<file path="config.mk">
export PLATFORM = sky130hd
export DESIGN_NAME = svgr_div
export DESIGN_NICKNAME = d
export VERILOG_FILES = /design/src/hw/rtl/svgr_pkg.sv /design/src/hw/rtl/svgr_div.sv
export SDC_FILE = /design/constraint.sdc
export NUM_CORES = 1
export LEC_CHECK = 0
export ABC_CLOCK_PERIOD_IN_PS = 6800
export BUFFER_PORTS_ARGS = -buffer_cell sky130_fd_sc_hd__buf_2
export CAP_MARGIN = 15
export CORE_MARGIN = 5
export CORE_UTILIZATION = 35
export CTS_BUF_LIST = sky130_fd_sc_hd__clkbuf_8
export DETAILED_ROUTE_END_ITERATION = 12
export GPL_ROUTABILITY_DRIVEN = 0
export HOLD_SLACK_MARGIN = 0.15
export PLACE_DENSITY = 0.63
export SLEW_MARGIN = 20
export SYNTH_ARGS = -nofsm -noshare
export SYNTH_HDL_FRONTEND = slang
export SYNTH_SLANG_ARGS = --single-unit
</file>
<file path="constraint.sdc">
create_clock -name clk -period 6.8 [get_ports clk]
set_input_delay 1.02 -clock clk [delete_from_list [all_inputs] [get_ports clk]]
set_output_delay 1.02 -clock clk [all_outputs]
set_load 0.05 [all_outputs]
</file>
<file path="src/hw/rtl/svgr_pkg.sv">
// Shared types and constants for the sample voice gain ramp.
// No dependencies.
`timescale 1ns / 1ps
package svgr_pkg;
  localparam int unsigned MAX_FRAMES_DEF = 65536;

  localparam logic [2:0] OP_LOAD   = 3'd0;
  localparam logic [2:0] OP_START  = 3'd1;
  localparam logic [2:0] OP_TICK   = 3'd2;
  localparam logic [2:0] OP_EXCITE = 3'd3;
  localparam logic [2:0] OP_TARGET = 3'd4;
  localparam logic [2:0] OP_FADE   = 3'd5;
  localparam logic [2:0] OP_STOP   = 3'd6;

  localparam logic [2:0] REG_START_FRAME = 3'd0;
  localparam logic [2:0] REG_FRAMES      = 3'd1;
  localparam logic [2:0] REG_STEP        = 3'd2;
  localparam logic [2:0] REG_RAMP        = 3'd3;
  localparam logic [2:0] REG_FADE        = 3'd4;
  localparam logic [2:0] REG_TEPS        = 3'd5;
  localparam logic [2:0] REG_GEPS        = 3'd6;

  typedef struct packed {
    logic        start;
    logic [16:0] dividend;   // magnitude
    logic        negative;
    logic [15:0] divisor;
  } div_req_t;

  typedef struct packed {
    logic        done;
    logic [23:0] quotient;   // signed, forced nonzero for a nonzero dividend
  } div_rsp_t;
endpackage

</file>
<file path="src/hw/rtl/svgr_div.sv">
// Restoring divider for the gain ramp increment, one quotient bit a cycle.
// Depends on svgr_pkg.
`timescale 1ns / 1ps
module svgr_div (
  input  logic              clk,
  input  logic              rst,
  input  svgr_pkg::div_req_t req,
  output svgr_pkg::div_rsp_t rsp
);
  import svgr_pkg::*;

  logic [16:0] quo;
  logic [16:0] rem;
  logic [15:0] dvs;
  logic        neg;
  logic        nz;
  logic [4:0]  cnt;
  logic        busy;
  logic        done;
  logic [17:0] trial;
  logic [16:0] q_fix;

  assign trial = {rem, quo[16]} - {2'b00, dvs};

  always_ff @(posedge clk) begin
    if (rst) begin
      busy <= 1'b0;
      done <= 1'b0;
    end else begin
      done <= 1'b0;
      if (req.start) begin
        busy <= 1'b1;
        quo  <= req.dividend;
        rem  <= '0;
        dvs  <= (req.divisor == '0) ? 16'd1 : req.divisor;
        neg  <= req.negative;
        nz   <= (req.dividend != '0);
        cnt  <= 5'd17;
      end else if (busy) begin
        if (!trial[17]) begin
          rem <= trial[16:0];
          quo <= {quo[15:0], 1'b1};
        end else begin
          rem <= {rem[15:0], quo[16]};
          quo <= {quo[15:0], 1'b0};
        end
        cnt <= cnt - 5'd1;
        if (cnt == 5'd1) begin
          busy <= 1'b0;
          done <= 1'b1;
        end
      end
    end
  end

  always_comb begin
    q_fix = (quo == '0 && nz) ? 17'd1 : quo;
    rsp.done = done;
    rsp.quotient = neg ? -{7'd0, q_fix} : {7'd0, q_fix};
  end
endmodule

</file>
==> reports/results.txt <==
Placement Setup Slack - 2.81 ns
Least-Margin Pin Slew - 1.04 ns
fill cell count - 1061
Placement Rows - 38
cts repair resizes - 0
VDD IR max - 170 uV
Compound-Gate Fraction of Synth Area - 13.9%
critical path required time - 5.78 ns
ratio of cells with drive above 1 in the final layout - 24.8%
Area Overhead vs Synth - 16.8%
FF+latch area - 1750 sq um
crit end category - output pin
Core Box Area - 10700 sq um
CTS HTree Levels - 3
Fmax achieved - 230 MHz
mapped cell area - 3790 sq um
Period minus WS final - 4.34 ns
status - finished, final reports clean
sequential share of power - 41.3%
sequential cell area fraction in the yosys report - 46.3%
placed instance area - 4190 sq um
count of input and output buffers - 61
Sink Count - 59
WP data arrival - 3.32 ns
clock tree buffer depth - 2
wirelength, routed - 7980 um
EDFF count, synth - 57
fin crit share - 63.8%
final worst slack - 2.46 ns
post-synth cell types - 53
critical path peak fanout - 6
largest net degree at the start of global routing - 41
mux share of post-synthesis cell area - 7.14%
total global-route track usage - 12.5%
syn_nets - 417
post-synthesis register bit count - 59
Startpoint Class - flop
ys async rst share - 0%
first-pass GRT wire length - 13000 um
RSZ-0062 raised after global routing - no
Total Die Area - 13000 sq um
DRC errors left - 0
final setup skew - 0.0103 ns
Final Max Tran Viols - 0
Multi-input gate area - 1850 sq um
Initial Utilization - 35.4%
adder-cell share of the synthesized area - 6.81%
CTS root buf - clkbuf_8
Final Hold Vio Count - 0
relative slew slack - 30.3%
setup TNS - 0 ns
largest family of logic cells by synthesized area - simple AND/OR/NAND/NOR gates
Clock power frac - 30.1%
HP Class - flop to flop
Post-Syn Area per Cell - 10.5 sq um
Sw Share - 31.6%
most common flop cell mapped by yosys - edfxtp_1
cells after synthesis - 360
Synth Area in Simple Gates - 14.0%
pwr dens - 252 nW/um^2
Hold Buf Count CTS - 0
R2R Setup Slk - 3.43 ns
Sw Pwr - 0.000352 W
Logic pwr share - 28.7%
Yosys Warn Count - 0
die extent in x - 114 um
Max-Cap Viols - 0
vias in the first global route - 2728
Post-Route Utilization - 41.3%
drt pass-1 iters - 4
TritonCTS buffer count - 9
First DRT Iteration DRCs - 172
vias after detailed routing - 2793
post-CTS setup buffers - 0
Final Cell Area - 4420 sq um
internal power - 0.000762 W
# diodes - 0
clock slew at reported path FFs - 0.07 ns
DRT antenna net count - 0
endpoints failing setup - 0
Vias/cell - 5.03
grt total ovfl - 0
CTS tree - yes
I/O Pins - 62
leakage - 1.81 nW
drt wl/cell - 14.4 um
total power - 0.00111 W
hpwl dp - 6070 um
critical path class - flop to output pin
worst skew pair latency - 0.33 ns
NumNets Final - 467
antenna violations before repair - 0
Synth Area in XOR/XNOR - 6.71%
die height - 114 um
==> registers in the layout, indices dropped and copies added (netlist names) <==
signal / count
done: 1
nz: 1
dvs: 16
neg: 1
quo: 17
busy: 1
cnt: 5
rem: 17
==> per-layer routing <==
metal	vias up	GRT usage (%)	routed length (um)
met5	-	0	0
met4	0	4.59	102
met3	12	3.29	558
met2	84	19.9	3590
met1	1286	16.3	3730
li1	1411	-	-
==> final timing paths <==
kind	startpoint	to	cells after the start
worst max-delay path	quo[4]$_DFFE_PP_	rsp[12]	12
worst max register to register	rem[3]$_SDFFCE_PP0P_	rem[16]$_SDFFCE_PP0P_	8
worst min-delay path	busy$_SDFF_PP0_	done$_SDFF_PP0_	1
worst min register to register	busy$_SDFF_PP0_	done$_SDFF_PP0_	1
==> cell usage in the layout (no fill, tap or decap), types with 3 or more instances in the layout <==
cell      Yosys  final
a211oi_1      5      5
a21o_1        8      8
a21oi_1      19     19
and2_1        3      3
and3_1        4      4
buf_2         2     61
clkbuf_8      0      9
edfxtp_1     57     57
ha_1         19     19
inv_1        26     28
mux2_2       16     16
mux2i_1       9      9
nand2_1      21     21
nand2b_1      5      5
nand3_1       3      3
nor2_1       31     30
nor2b_1       5      5
nor3_1        6      6
nor4_1        7      7
o211ai_1      3      3
o21a_1        4      4
o21ai_0      13     13
o22ai_1       3      3
o31ai_1       5      5
or3_4         3      3
or4_1         4      4
xnor2_1      21     21
xor2_1        8      8
==> worst max-delay path, stage by stage, from the launching register on <==
cell and delay (ns):
edfxtp_1 0.44, or3_4 0.40, or3_4 0.35, or3_4 0.35
nor2_1 0.14, a21oi_1 0.10, ha_1 0.21, nand2b_1 0.12
o21ai_1 0.17, nand2_1 0.19, a21oi_1 0.07, xnor2_1 0.16
buf_2 0.28
==> cell families after synthesis <==
group	count (synthesis)
AND/OR/NAND/NOR	99
AO/OA/AOI/OAI	78
flip-flops	59
buffers and inverters	50
XOR/XNOR	29
multiplexers	25
adder cells (fa/ha/maj)	20
==> cell type report <==
class                      instances  area share (%)
inverter                          26            2.21
clock buffer                       9            2.80
tap                              140            3.96
multi-input combinational        251            41.8
clock inverter                     7            1.92
timing repair buffer              63            7.70
sequential                        59            39.6
==> metrics by stage <==
step	hold slack, ns	cells
final	0.484	555
after global routing	0.518	555
after CTS	0.482	554
after detailed placement	0.470	538
after global placement	0.467	538
after floorplan	0.454	360
==> power by group through the flow <==
stage / clock network (W) / logic, W / registers, W
floorplan: 0 / 0.000254 / 0.000460
global placement: 0 / 0.000313 / 0.000466
detailed placement: 0 / 0.000316 / 0.000467
CTS: 0.000345 / 0.000318 / 0.000460
global route: 0.000362 / 0.000352 / 0.000463
finish: 0.000335 / 0.000319 / 0.000460
==> Yosys cell counts (5+ instances only) <==
library cell  instances  area [sq um]
a211oi_1              5          37.5
a21o_1                8          60.1
a21oi_1              19          95.1
clkbuf_1             19          71.3
edfxtp_1             57          1710
ha_1                 19           238
inv_1                26          97.6
mux2_2               16           180
mux2i_1               9          90.1
nand2_1              21          78.8
nand2b_1              5          31.3
nor2_1               31           116
nor2b_1               5          31.3
nor3_1                6          30.0
nor4_1                7          43.8
o21ai_0              13          65.1
o31ai_1               5          37.5
xnor2_1              21           184
xor2_1                8          70.1
Power figures use the tool's default switching activity.
